<file path="src/rtl/hsfd_pkg.sv">
// ----------------------------------------------------------------------------
// hsfd_pkg
// Types, constants and the CRC-8 step shared by the sensor frame decoder.
// ----------------------------------------------------------------------------
package hsfd_pkg;

    localparam logic [7:0]  CRC_INIT = 8'hFF;
    localparam logic [7:0]  CRC_POLY = 8'h31;
    localparam logic [10:0] T_SCALE  = 11'd1750;
    localparam logic [11:0] T_OFFSET = 12'd450;
    localparam logic [6:0]  H_SCALE  = 7'd100;

    localparam int QDEPTH = 2;
    localparam int QPTR_W = (QDEPTH > 1) ? $clog2(QDEPTH) : 1;
    localparam int QCNT_W = $clog2(QDEPTH + 1);

    typedef enum logic [2:0] {
        POS_T_MSB = 3'd0,
        POS_T_LSB = 3'd1,
        POS_T_CRC = 3'd2,
        POS_H_MSB = 3'd3,
        POS_H_LSB = 3'd4,
        POS_H_CRC = 3'd5
    } t_pos;

    typedef struct packed {
        logic [7:0] data_byte;
        logic       frame_start;
    } t_in;

    typedef struct packed {
        logic signed [11:0] temp_tenths;
        logic [6:0]         rh_pct;
        logic               status;
    } t_out;

    typedef struct packed {
        logic [15:0] temp_raw;
        logic [15:0] humid_raw;
        logic        ok;
    } t_job;

    function automatic logic [7:0] crc8_byte(input logic [7:0] crc, input logic [7:0] b);
        logic [7:0] c;
        c = crc ^ b;
        for (int k = 0; k < 8; k++) begin
            if (c[7]) begin
                c = {c[6:0], 1'b0} ^ CRC_POLY;
            end else begin
                c = {c[6:0], 1'b0};
            end
        end
        return c;
    endfunction

endpackage

</file>
<file path="src/rtl/hsfd_front.sv">
// ----------------------------------------------------------------------------
// hsfd_front
// Frame parser: tracks byte position, runs the CRC-8 over each word, and
// issues one job per completed frame.
// ----------------------------------------------------------------------------
module hsfd_front (
    input  logic           i_clk,
    input  logic           i_rst_n,
    input  logic           i_accept,
    input  hsfd_pkg::t_in  i_data,
    output logic           o_job_push,
    output hsfd_pkg::t_job o_job
);
    import hsfd_pkg::*;

    t_pos        r_pos, n_pos;
    logic [7:0]  r_crc, n_crc;
    logic [15:0] r_temp, n_temp;
    logic [15:0] r_humid, n_humid;
    logic        r_tgood, n_tgood;
    t_pos        pos;
    logic [7:0]  crc_next;

    always_comb begin
        if (i_data.frame_start || r_pos > POS_H_CRC) begin
            pos = POS_T_MSB;
        end else begin
            pos = r_pos;
        end
    end

    always_comb begin
        crc_next   = crc8_byte((pos == POS_T_MSB || pos == POS_H_MSB) ? CRC_INIT : r_crc,
                               i_data.data_byte);
        n_pos      = r_pos;
        n_crc      = r_crc;
        n_temp     = r_temp;
        n_humid    = r_humid;
        n_tgood    = r_tgood;
        o_job_push = 1'b0;
        o_job      = '{temp_raw: r_temp, humid_raw: r_humid,
                       ok: r_tgood && (r_crc == i_data.data_byte)};
        if (i_accept) begin
            unique case (pos)
                POS_T_MSB: begin
                    n_temp = {i_data.data_byte, 8'h00};
                    n_crc  = crc_next;
                    n_pos  = POS_T_LSB;
                end
                POS_T_LSB: begin
                    n_temp = {r_temp[15:8], i_data.data_byte};
                    n_crc  = crc_next;
                    n_pos  = POS_T_CRC;
                end
                POS_T_CRC: begin
                    n_tgood = (r_crc == i_data.data_byte);
                    n_crc   = CRC_INIT;
                    n_pos   = POS_H_MSB;
                end
                POS_H_MSB: begin
                    n_humid = {i_data.data_byte, 8'h00};
                    n_crc   = crc_next;
                    n_pos   = POS_H_LSB;
                end
                POS_H_LSB: begin
                    n_humid = {r_humid[15:8], i_data.data_byte};
                    n_crc   = crc_next;
                    n_pos   = POS_H_CRC;
                end
                default: begin
                    o_job_push = 1'b1;
                    n_crc      = CRC_INIT;
                    n_pos      = POS_T_MSB;
                end
            endcase
        end
    end

    always_ff @(posedge i_clk) begin
        if (!i_rst_n) begin
            r_pos   <= POS_T_MSB;
            r_crc   <= CRC_INIT;
            r_temp  <= '0;
            r_humid <= '0;
            r_tgood <= 1'b0;
        end else begin
            r_pos   <= n_pos;
            r_crc   <= n_crc;
            r_temp  <= n_temp;
            r_humid <= n_humid;
            r_tgood <= n_tgood;
        end
    end

endmodule

</file>
<file path="src/rtl/hsfd_queue.sv">
// ----------------------------------------------------------------------------
// hsfd_queue
// Short job queue between the frame parser and the conversion pipeline.
// ----------------------------------------------------------------------------
module hsfd_queue (
    input  logic           i_clk,
    input  logic           i_rst_n,
    input  logic           i_push,
    input  hsfd_pkg::t_job i_job,
    input  logic           i_pop,
    output logic           o_full,
    output logic           o_valid,
    output hsfd_pkg::t_job o_job
);
    import hsfd_pkg::*;

    t_job              r_mem [QDEPTH];
    logic [QPTR_W-1:0] r_wr, n_wr;
    logic [QPTR_W-1:0] r_rd, n_rd;
    logic [QCNT_W-1:0] r_cnt, n_cnt;
    logic              do_push, do_pop;

    assign o_full  = (r_cnt == QCNT_W'(QDEPTH));
    assign o_valid = (r_cnt != '0);
    assign o_job   = r_mem[r_rd];
    assign do_push = i_push && !o_full;
    assign do_pop  = i_pop && o_valid;

    always_comb begin
        n_wr  = r_wr;
        n_rd  = r_rd;
        n_cnt = r_cnt;
        if (do_push) begin
            n_wr = (r_wr == QPTR_W'(QDEPTH - 1)) ? '0 : r_wr + 1'b1;
        end
        if (do_pop) begin
            n_rd = (r_rd == QPTR_W'(QDEPTH - 1)) ? '0 : r_rd + 1'b1;
        end
        if (do_push && !do_pop) begin
            n_cnt = r_cnt + 1'b1;
        end else if (do_pop && !do_push) begin
            n_cnt = r_cnt - 1'b1;
        end
    end

    always_ff @(posedge i_clk) begin
        if (do_push) begin
            r_mem[r_wr] <= i_job;
        end
    end

    always_ff @(posedge i_clk) begin
        if (!i_rst_n) begin
            r_wr  <= '0;
            r_rd  <= '0;
            r_cnt <= '0;
        end else begin
            r_wr  <= n_wr;
            r_rd  <= n_rd;
            r_cnt <= n_cnt;
        end
    end

endmodule

</file>
<file path="src/rtl/hsfd_back.sv">
// ----------------------------------------------------------------------------
// hsfd_back
// Two-stage conversion pipeline: scale multiply, then reciprocal divide by
// 65535 and offset, into the result register.
// ----------------------------------------------------------------------------
module hsfd_back (
    input  logic           i_clk,
    input  logic           i_rst_n,
    input  logic           i_job_valid,
    input  hsfd_pkg::t_job i_job,
    output logic           o_job_pop,
    input  logic           i_pop,
    output logic           o_empty,
    output hsfd_pkg::t_out o_result
);
    import hsfd_pkg::*;

    logic        r_v1, r_v2;
    logic [26:0] r_tprod;
    logic [22:0] r_hprod;
    logic        r_ok;
    t_out        r_res;
    logic        en;
    logic [27:0] tsum;
    logic [23:0] hsum;
    logic [10:0] tq;
    logic [6:0]  hq;

    assign en        = !r_v2 || i_pop;
    assign o_job_pop = en && i_job_valid;
    assign o_empty   = !r_v2;
    assign o_result  = r_res;

    // floor(x / 65535) as (x + (x >> 16) + 1) >> 16
    assign tsum = {1'b0, r_tprod} + 28'(r_tprod[26:16]) + 28'd1;
    assign hsum = {1'b0, r_hprod} + 24'(r_hprod[22:16]) + 24'd1;
    assign tq   = tsum[26:16];
    assign hq   = hsum[22:16];

    always_ff @(posedge i_clk) begin
        if (en) begin
            r_tprod <= {11'd0, i_job.temp_raw} * {16'd0, T_SCALE};
            r_hprod <= {7'd0, i_job.humid_raw} * {16'd0, H_SCALE};
            r_ok    <= i_job.ok;
            if (r_ok) begin
                r_res.temp_tenths <= $signed({1'b0, tq} - T_OFFSET);
                r_res.rh_pct      <= hq;
                r_res.status      <= 1'b0;
            end else begin
                r_res.temp_tenths <= '0;
                r_res.rh_pct      <= '0;
                r_res.status      <= 1'b1;
            end
        end
    end

    always_ff @(posedge i_clk) begin
        if (!i_rst_n) begin
            r_v1 <= 1'b0;
            r_v2 <= 1'b0;
        end else if (en) begin
            r_v1 <= i_job_valid;
            r_v2 <= r_v1;
        end
    end

endmodule

</file>
<file path="src/rtl/humidity_sensor_frame_decoder_core.sv">
// ----------------------------------------------------------------------------
// humidity_sensor_frame_decoder_core
// Six-byte sensor reply decoder with CRC-8 checks and unit conversion.
// Throughput: one byte per cycle while full is low, set by the combinational
// CRC-8 step. Path: an accepted sixth byte's job passes the queue, then the
// multiply stage, then the result register, each of which can stall.
// Reset: synchronous, active low; clears position, CRC and all valid state.
// ----------------------------------------------------------------------------
module humidity_sensor_frame_decoder_core (
    input  logic           i_clk,
    input  logic           i_rst_n,
    input  logic           push,
    output logic           full,
    input  hsfd_pkg::t_in  i_data,
    output logic           empty,
    input  logic           pop,
    output hsfd_pkg::t_out o_result
);
    import hsfd_pkg::*;

    logic job_push, job_pop, job_valid, q_full;
    t_job job_in, job_out;

    assign full = q_full;

    hsfd_front u_front (
        .i_clk      (i_clk),
        .i_rst_n    (i_rst_n),
        .i_accept   (push && !q_full),
        .i_data     (i_data),
        .o_job_push (job_push),
        .o_job      (job_in)
    );

    hsfd_queue u_queue (
        .i_clk   (i_clk),
        .i_rst_n (i_rst_n),
        .i_push  (job_push),
        .i_job   (job_in),
        .i_pop   (job_pop),
        .o_full  (q_full),
        .o_valid (job_valid),
        .o_job   (job_out)
    );

    hsfd_back u_back (
        .i_clk       (i_clk),
        .i_rst_n     (i_rst_n),
        .i_job_valid (job_valid),
        .i_job       (job_out),
        .o_job_pop   (job_pop),
        .i_pop       (pop),
        .o_empty     (empty),
        .o_result    (o_result)
    );

endmodule

</file>
<file path="config.mk">
export PLATFORM = sky130hd
export DESIGN_NAME = humidity_sensor_frame_decoder_core
export DESIGN_NICKNAME = d
export VERILOG_FILES = /design/src/rtl/hsfd_pkg.sv /design/src/rtl/hsfd_front.sv /design/src/rtl/hsfd_queue.sv /design/src/rtl/hsfd_back.sv /design/src/rtl/humidity_sensor_frame_decoder_core.sv
export SDC_FILE = /design/constraint.sdc
export NUM_CORES = 1
export LEC_CHECK = 0
export BUFFER_PORTS_ARGS = -buffer_cell sky130_fd_sc_hd__buf_2
export CORE_MARGIN = 1.5
export CORE_UTILIZATION = 40
export DETAILED_ROUTE_END_ITERATION = 6
export GPL_ROUTABILITY_DRIVEN = 0
export PLACE_DENSITY_LB_ADDON = 0.05
export SYNTH_ARGS = -nofsm -noshare
export SYNTH_HDL_FRONTEND = slang
export SYNTH_SLANG_ARGS = --single-unit
</file>
<file path="constraint.sdc">
create_clock -name i_clk -period 7.4 [get_ports i_clk]
set_clock_uncertainty 0.15 [all_clocks]
set_input_delay 0.37 -clock i_clk [delete_from_list [all_inputs] [get_ports i_clk]]
set_output_delay 0.37 -clock i_clk [all_outputs]
set_load 0.005 [all_outputs]
</file>
# --- Word-level counts from Yosys, hierarchy flattened ---
# Memory sizes are Yosys's and may differ from the RTL's. A register that Yosys moved wholly into a read port is not among the register bits.
# Cells that the tools add are included.
totals:
  ff_bits: 118
  elab_cells: 99
  ram_bits: 66
  output_inout_bits: 22
  inputBits: 13
  memories: 1
classes:
  reduce_logical: 26
  n_lt_le_gt_ge: 1
  n_addsub: 9
  bitwise: 11
  n_mux: 25
  eq_ne: 6
  mul: 2
memory_table:
  columns: ["name", "words", "width", "read_ports", "rd_clocked_by_memory_dff", "wr", "line_no", "text"]
  rows:
  - ["u_queue.r_mem", 2, 33, 1, 1, 1, "hsfd_queue.sv:17", "t_job r_mem [QDEPTH];"]
ops:
  columns: ["cell", "n"]
  rows:
  - ["$pmux 16 s2", 2]
  - ["$mux 6", 8]
  - ["$add 27x1->27 const B", 1]
  - ["$add 27x11->27", 1]
  - ["$mul 16x10->26 const B", 1]
  - ["$not 3->3", 8]
  - ["$add 23x1->23 const B", 1]
  - ["$add 23x7->23", 1]
  - ["$mul 16x5->21 const B", 1]
  - ["$mux 8", 2]
  - ["$pmux 3 s5", 1]
  - ["$sub 11x9->12 const B", 1]
  - ["$mux 1", 9]
  - ["$eq 8x8->1", 1]
  - ["$reduce_bool 2->1", 4]
  - ["$xor 8x8->8", 1]
  - ["$logic_and 1x1->1", 7]
  - ["$eq 3x2->1 const B", 2]
  - ["$reduce_and 2->1", 3]
  - ["$reduce_and 3->1", 2]
  - ["$reduce_or 5->1", 1]
  - ["$logic_not 1->1", 4]
  - ["$mux 2", 2]
  - ["$reduce_or 4->1", 1]
  - ["11 further kinds", 15]

# --- Logic depth before layout (Yosys ltp) ---
# Gate-level depths: netlist of the first run.
depth:
  depth_word: 24
  depth_mapped: 24
  depth_no_buf: 22

# --- Cells and area by module ---
# Synthesis of the first run repeated with hierarchy kept, for this count alone.
hier_totals:
  cells_unflattened: 1205
  hier_area_um2: 13070.0
modules_own_cells:
  columns: ["mod", "n_inst", "area_per_inst_um2", "cells_each", "seq_area_each_um2"]
  rows:
  - ["hsfd_back", 1, 8293.0, 816, 2082.0]
  - ["hsfd_queue", 1, 2610.0, 128, 2082.0]
  - ["hsfd_front", 1, 2153.3, 260, 880.8]
  - ["humidity_sensor_frame_decoder_core", 1, 13.8, 1, 0.0]

# --- Worst setup path after synthesis of the first run ---
# Ideal clock, no wire load.
synth_timing:
  path_kind: "reg-to-reg"
  startpoint: "reg (tool-made name)"
  endpoint: "reg u_back.r_tprod[26] (data pin)"
  n_path_buf: 2
  setup_slack_ns: 1.447
  required_ns: 6.990
  arrival_ns: 5.543
  synth_period_minus_slack_ns: 5.953
  stages_incl_launch_ff: 23
  setup_ns: 0.260
  cell_sequence: "dfxtp_1 clkbuf_1 buf_1 mux2i_1 inv_1 ha_1 inv_1 fa_1 inv_1 fa_1 fa_1 inv_1 fa_1 inv_1 ha_1 o21ai_0 or2_2 o22ai_1 a31oi_1 a211o_1 o21ai_0 o22ai_1 xnor2_1"
synth_lines:
  columns: ["element", "line_no", "text"]
  rows:
  - ["end signal, assigned", "hsfd_back.sv:42", "r_tprod <= {11'd0, i_job.temp_raw} * {16'd0, T_SCALE};"]
  - ["end, declared", "hsfd_back.sv:19", "logic [26:0] r_tprod;"]

==> results of run 1 <==
[cells by family (layout without fill, tap and decap cells)]
| kind of cell | after synthesis | in the layout | share of synthesized area, % |
|---|---|---|---|
| adder cells (fa/ha/maj) | 230 | 230 | 26.7 |
| buffers and inverters | 220 | 264 | 6.53 |
| AND/OR/NAND/NOR | 203 | 203 | 8.04 |
| flip-flops | 185 | 185 | 39.8 |
| AO/OA/AOI/OAI | 164 | 164 | 8.86 |
| XOR/XNOR | 104 | 104 | 7.19 |
| multiplexers | 34 | 34 | 2.81 |
[stage by stage]
step           instance area, µm²  cells  util [%]  setup slack, ns
2_1_floorplan               12700   1140         -             1.45
3_3_place_gp                13300   1548      42.9             1.29
3_5_place_dp                13300   1548      42.9             1.20
4_1_cts                     13900   1580      44.8             1.18
5_1_grt                     13900   1580      44.8            0.856
6_report                    13900   1580      44.8             1.26
[cell type report]
class                      count  area, µm²  area share (%)
clock buffer                  18        429            3.10
inverter                     194        728            5.25
multi-input combinational    735       6800            49.1
clock inverter                14        163            1.17
tap                          396        495            3.57
sequential                   185       5050            36.4
timing repair buffer          38        200            1.44
[cell usage in the layout, fill, tap and decap left out, drive strengths merged, types with 34 or more instances in the layout]
master  synthesis  layout
xor2           34      34
buf             4      38
edfxtp        134     134
ha            162     162
nand2          49      49
a21oi          35      35
nor2           49      49
inv           193     197
fa             68      68
dfxtp          51      51
xnor2          70      70
[worst max-delay path by stage]
stage	start	end	slack, ns	cells past startpoint
after floorplan	flip-flop	u_back.r_tprod[26]	1.45	22
after global placement	flip-flop	u_back.r_tprod[26]	1.29	18
after detailed placement	flip-flop	u_back.r_tprod[26]	1.20	20
after CTS	flip-flop	u_back.r_tprod[26]	1.18	20
after global routing	flip-flop	u_back.r_tprod[26]	0.86	18
final	flip-flop	u_back.r_tprod[26]	1.26	20
[flip-flops by register name, indices dropped and copies added (netlist names), named ones only]
register         flops
u_queue.r_cnt        2
u_back.r_v1          1
u_front.r_crc        8
u_front.r_humid     16
u_front.r_tgood      1
u_queue.r_mem       66
u_front.r_pos        3
u_queue.r_rd         1
u_back.r_ok          1
u_back.r_tprod      26
u_queue.r_wr         1
u_front.r_temp      16
u_back.r_hprod      21
u_back.o_result     20
u_back.r_v2          1
[synthesized netlist by cell type (12+ instances only)]
cell type and instances:
o22ai_1 12, o21ai_0 16, xnor2_1 70, a22oi_1 17
nor2_1 49, nand2_1 49, nor2b_1 20, a21o_1 21
clkbuf_1 22, inv_1 193, fa_1 68, edfxtp_1 134
ha_1 162, dfxtp_1 51, a21boi_0 20, nand3_1 21
mux2i_1 21, mux2_2 13, a21oi_1 35, xor2_1 34
[worst max-delay path, stage by stage (launching register included)]
cell,delay (ns)
dfxtp_2,0.64
mux2i_1,0.53
inv_1,0.23
ha_1,0.33
inv_1,0.05
fa_1,0.50
inv_1,0.05
fa_1,0.46
fa_1,0.54
inv_1,0.05
fa_1,0.49
inv_1,0.05
ha_1,0.32
o21ai_0,0.17
or2_2,0.31
o22ai_1,0.12
a31oi_1,0.08
a211o_1,0.28
o21ai_0,0.23
o22ai_1,0.14
xnor2_1,0.14
[routing by layer]
layer | routed length (µm) | global-route usage (%)
met2 | 10600 | 25.0
met3 | 644 | 2.94
met4 | 256 | 4.20
met1 | 13000 | 23.5
met5 | 0 | 0
==> reports/results.ini, run 1 <==
[logic_synthesis]
synth_top_area_cell=edfxtp_1
synth_edf_count=134
syn_area_per_cell_um2=11.1
synth_ff_type=edfxtp_1
async_flop_share_pct=0
ys_types=58
synth_warnings=0
synth_seq_area_share_pct=39.8
netlist_area_um2=12700
synth.net_count=1383
ys_ff_latch=185
synth_top_area_share_pct=31.8
syn_inst=1140
synth_area_leaders=edfxtp_1, ha_1, fa_1

[clock_tree]
post_cts_resized=0
cts-buffers-inserted=17
clock_path_buffers=2
clk_latency_ns=0.45
cts_tree=done
ctsHoldBuffers=0
cts-root-buf=clkbuf_16
clock_sinks=185
htreeDepth=4
clkTransAtPathRegs_ns=0.08
post_cts_buffers=0

[global_routing]
grt_pass1_vias=7794
grt_max_degree=70
grtUsageTotal_pct=16.2
overflow=0
grt_pass1_wl_mm=41.5
antenna_found_initial=0

[floorplanning]
die_area_um2=32700
dieHeight_um=181
fp.dieW_um=181
pin_count=35
fp-row-count=64
initial_core_util_pct=41.0
core_area_um2=30900

[final_layout]
n_fill_cell=2917
area_growth_pct=9.41
finish.net_count=1414
diodes=0
layout-drive-gt1-share_pct=8.11

[setup_path]
required_ns=7.43
r2r_cells=20
cp-start-kind=flip-flop
reg2reg_to=u_back.r_tprod[26]
critPathArrivalTime_ns=6.17
path_max_fanout=17
regToRegSetupSlack_ns=1.26
critPathKind=flip-flop to flip-flop
cp-end-kind=flip-flop

[hold_path]
holdCritPathClass=input pin to flip-flop
hold_path_depth=4
min_from=pop
min_to=u_back.r_v1

[sta]
tightest_slew_ns=0.912
drv_slew=0
max-slew-margin-rel_pct=39.2
tns_ns=0
setup_viol=0
max_freq_ghz=0.163
fin_crit_sh_pct=83.0
whs_ns=0.0716
min_period_ns=6.14
rsz0062_at_grt=no
hold_viol=0

[routing]
drc=0
wire_per_inst_um=15.5
antenna_left=0
vias=7616
drt-initial-drc-count=335
dr.pass1.iters=4
via_per_inst=4.82
drt_wl_total_mm=24.6

[run_status]
outcome=complete, no violations

[place]
dp_hpwl_mm=19.1
port_buffers=34

[run]
drv_cap=0

Power of run 1 is not shown: default switching activity piles up to over one toggle a cycle in this logic, so the estimate is an artifact.
==> run 2, diff against run 1 <==
Clock period 7.4 ns to 5.6 ns, I/O delays scaled along.
==> run 2 against run 1 <==
Against the previous run:
- first-iteration DRC count down 9.3%
- cell area up 4.9%
- flip-flop and latch count unchanged
- count of clock-buffer cells in the layout increased by 1
- setup slack worse by 1.1 ns
- largest cell class unchanged
==> reports/results.ini, run 2 (synthesized netlist as in run 1, its figures left out) <==
[clock_tree]
clock_path_buffers=2  ; unchanged
htreeDepth=4  ; unchanged
cts-buffers-inserted=17  ; unchanged
cts_tree=done  ; unchanged
cts-root-buf=clkbuf_16  ; unchanged
clock_sinks=185  ; unchanged
clk_latency_ns=0.44  ; was 0.45 ns
clkTransAtPathRegs_ns=0.08  ; about the same

[hold_path]
holdCritPathClass=input pin to flip-flop  ; unchanged

[sta]
drv_slew=0  ; unchanged
max_freq_ghz=0.185  ; was 0.163 GHz
setup_viol=0  ; unchanged
min_period_ns=5.40  ; was 6.14 ns
hold_viol=0  ; unchanged
tightest_slew_ns=0.940  ; was 0.912 ns
fin_crit_sh_pct=96.5  ; was 83.0%
max-slew-margin-rel_pct=37.3  ; was 39.2%
rsz0062_at_grt=yes  ; was no
fin_ws_ns=0.196  ; was 1.26 ns

[routing]
drc=0  ; unchanged
dr.pass1.iters=4  ; unchanged
m1WireLength_mm=13.2  ; was 13.0 mm
wl_met2_mm=11.3  ; was 10.6 mm
drt-initial-drc-count=304  ; was 335
routed.top_layer=met4  ; unchanged
via_per_inst=4.81  ; was 4.82
met3_length_um=482  ; was 644 µm
drt_wl_total_mm=25.3  ; was 24.6 mm
wire_per_inst_um=15.5  ; about the same
antenna_left=0  ; unchanged
vias=7867  ; was 7616

[final_layout]
diodes=0  ; unchanged
final_common_cell=inv_1  ; unchanged
layout-drive-gt1-share_pct=15.1  ; was 8.11%
regMostFlops=u_queue.r_mem  ; unchanged
layout_common_cells=inv_1, ha_1, edfxtp_1  ; unchanged
layoutNonFillerInstCount=1635  ; was 1580
top_regs=u_queue.r_mem: 66 flops, u_back.r_tprod: 26 flops, u_back.r_hprod: 21 flops  ; unchanged
largest_reg_flops=66  ; unchanged
final_area_um2=14500  ; was 13900 µm²
n_fill_cell=2898  ; was 2917
area_growth_pct=14.8  ; was 9.41%
finish.net_count=1469  ; was 1414

[setup_path]
required_ns=5.65  ; was 7.43 ns
critPathKind=flip-flop to flip-flop  ; unchanged
max_stage_delay_ns=0.54  ; was 0.64 ns
path_max_fanout=8  ; was 17
cp-end-kind=flip-flop  ; unchanged
critPathArrivalTime_ns=5.46  ; was 6.17 ns
path_cells=buf_12, buf_6, mux2i_4, inv_2, ha_1, inv_1, fa_1, inv_1, fa_1, fa_1, inv_1, fa_1, inv_1, ha_4, and3_4, and3_4, nand4_1, a31o_2, a31oi_4, a21o_1, a21oi_1, xnor2_1  ; was mux2i_1, inv_1, ha_1, inv_1, fa_1, inv_1, fa_1, fa_1, inv_1, fa_1, inv_1, ha_1, o21ai_0, or2_2, o22ai_1, a31oi_1, a211o_1, o21ai_0, o22ai_1, xnor2_1
slowest_stage=fa_1  ; was dfxtp_2
cp-start-kind=flip-flop  ; unchanged

[place]
port_buffers=34  ; unchanged
dp.cells=1595  ; was 1548
placed_area_um2=13600  ; was 13300 µm²
dp_hpwl_mm=19.0  ; was 19.1 mm
dp_slack_ns=-0.00987  ; was 1.20 ns

[floorplanning]
pin_count=35  ; unchanged
fp.dieW_um=181  ; unchanged
initial_core_util_pct=41.0  ; unchanged
fp-row-count=64  ; unchanged
die_area_um2=32700  ; unchanged
core_area_um2=30900  ; unchanged
dieHeight_um=181  ; unchanged

[run]
drv_cap=0  ; unchanged

[global_routing]
antenna_found_initial=0  ; unchanged
overflow=0  ; unchanged
grtUsageTotal_pct=16.5  ; was 16.2%
grt_pass1_wl_mm=42.1  ; was 41.5 mm
grt_max_degree=70  ; unchanged
grt_pass1_vias=8143  ; was 7794

[run_status]
outcome=complete, no violations  ; unchanged

## run 2: critical path: cells and delay by family (launching register included)
kind	cells	cell delay, ns
buffers and inverters	7	0.56
adders and majority gates	6	2.54
DFF	1	0.37
xor gates and xnor gates	1	0.13
muxes	1	0.23
and+or+nand+nor	3	0.51
AOI/OAI and AO/OA	4	0.66
## run 2: cell type report
cell class | count | area (µm²) | share of cell area (%)
multi-input cells | 735 | 7080 | 48.7
clock inverters | 13 | 111 | 0.766
repair buffers | 93 | 649 | 4.46
flip-flops and latches | 185 | 5050 | 34.7
inverters | 194 | 728 | 5.01
well taps | 396 | 495 | 3.41
clock buffers | 19 | 433 | 2.98
## run 2: what timing repair did
item / CTS / global route
endpoints found under the hold margin: 2 / 0
cloned: 0 / 1
pin swaps: 1 / 13
hold buffers: 1 / 0
resized for setup: 0 / 54
buffers inserted: 0 / 6
setup endpoints to repair: 1 / 9
## run 2: final timing paths
check	end	slack, ns	from	depth (start not counted)
setup / recovery	u_back.r_tprod[25]	0.20	flip-flop	22
hold / removal	u_front.r_humid[10]	0.05	i_data[3]	3
setup reg to reg	u_back.r_tprod[25]	0.20	flip-flop	22
hold reg to reg	u_queue.r_mem[0][9]	0.32	u_front.r_humid[8]	0
## run 2: layer usage
layer,vias to the layer above,global-route usage (%)
met1,3725,22.8
li1,4051,-
met4,0,4.43
met5,-,0
met2,73,26.7
met3,18,2.82
## run 2: stage by stage
| step | util [%] | hold slack, ns | TNS [ns] |
|---|---|---|---|
| after floorplan | - | 0.268 | 0 |
| after global placement | 44.1 | 0.283 | 0 |
| after detailed placement | 44.1 | 0.297 | -0.00987 |
| after CTS | 45.9 | 0.0155 | 0 |
| after global routing | 47.1 | 0.0438 | -0.00645 |
| final | 47.1 | 0.0515 | 0 |
Power of run 2 is left out for the same reason.
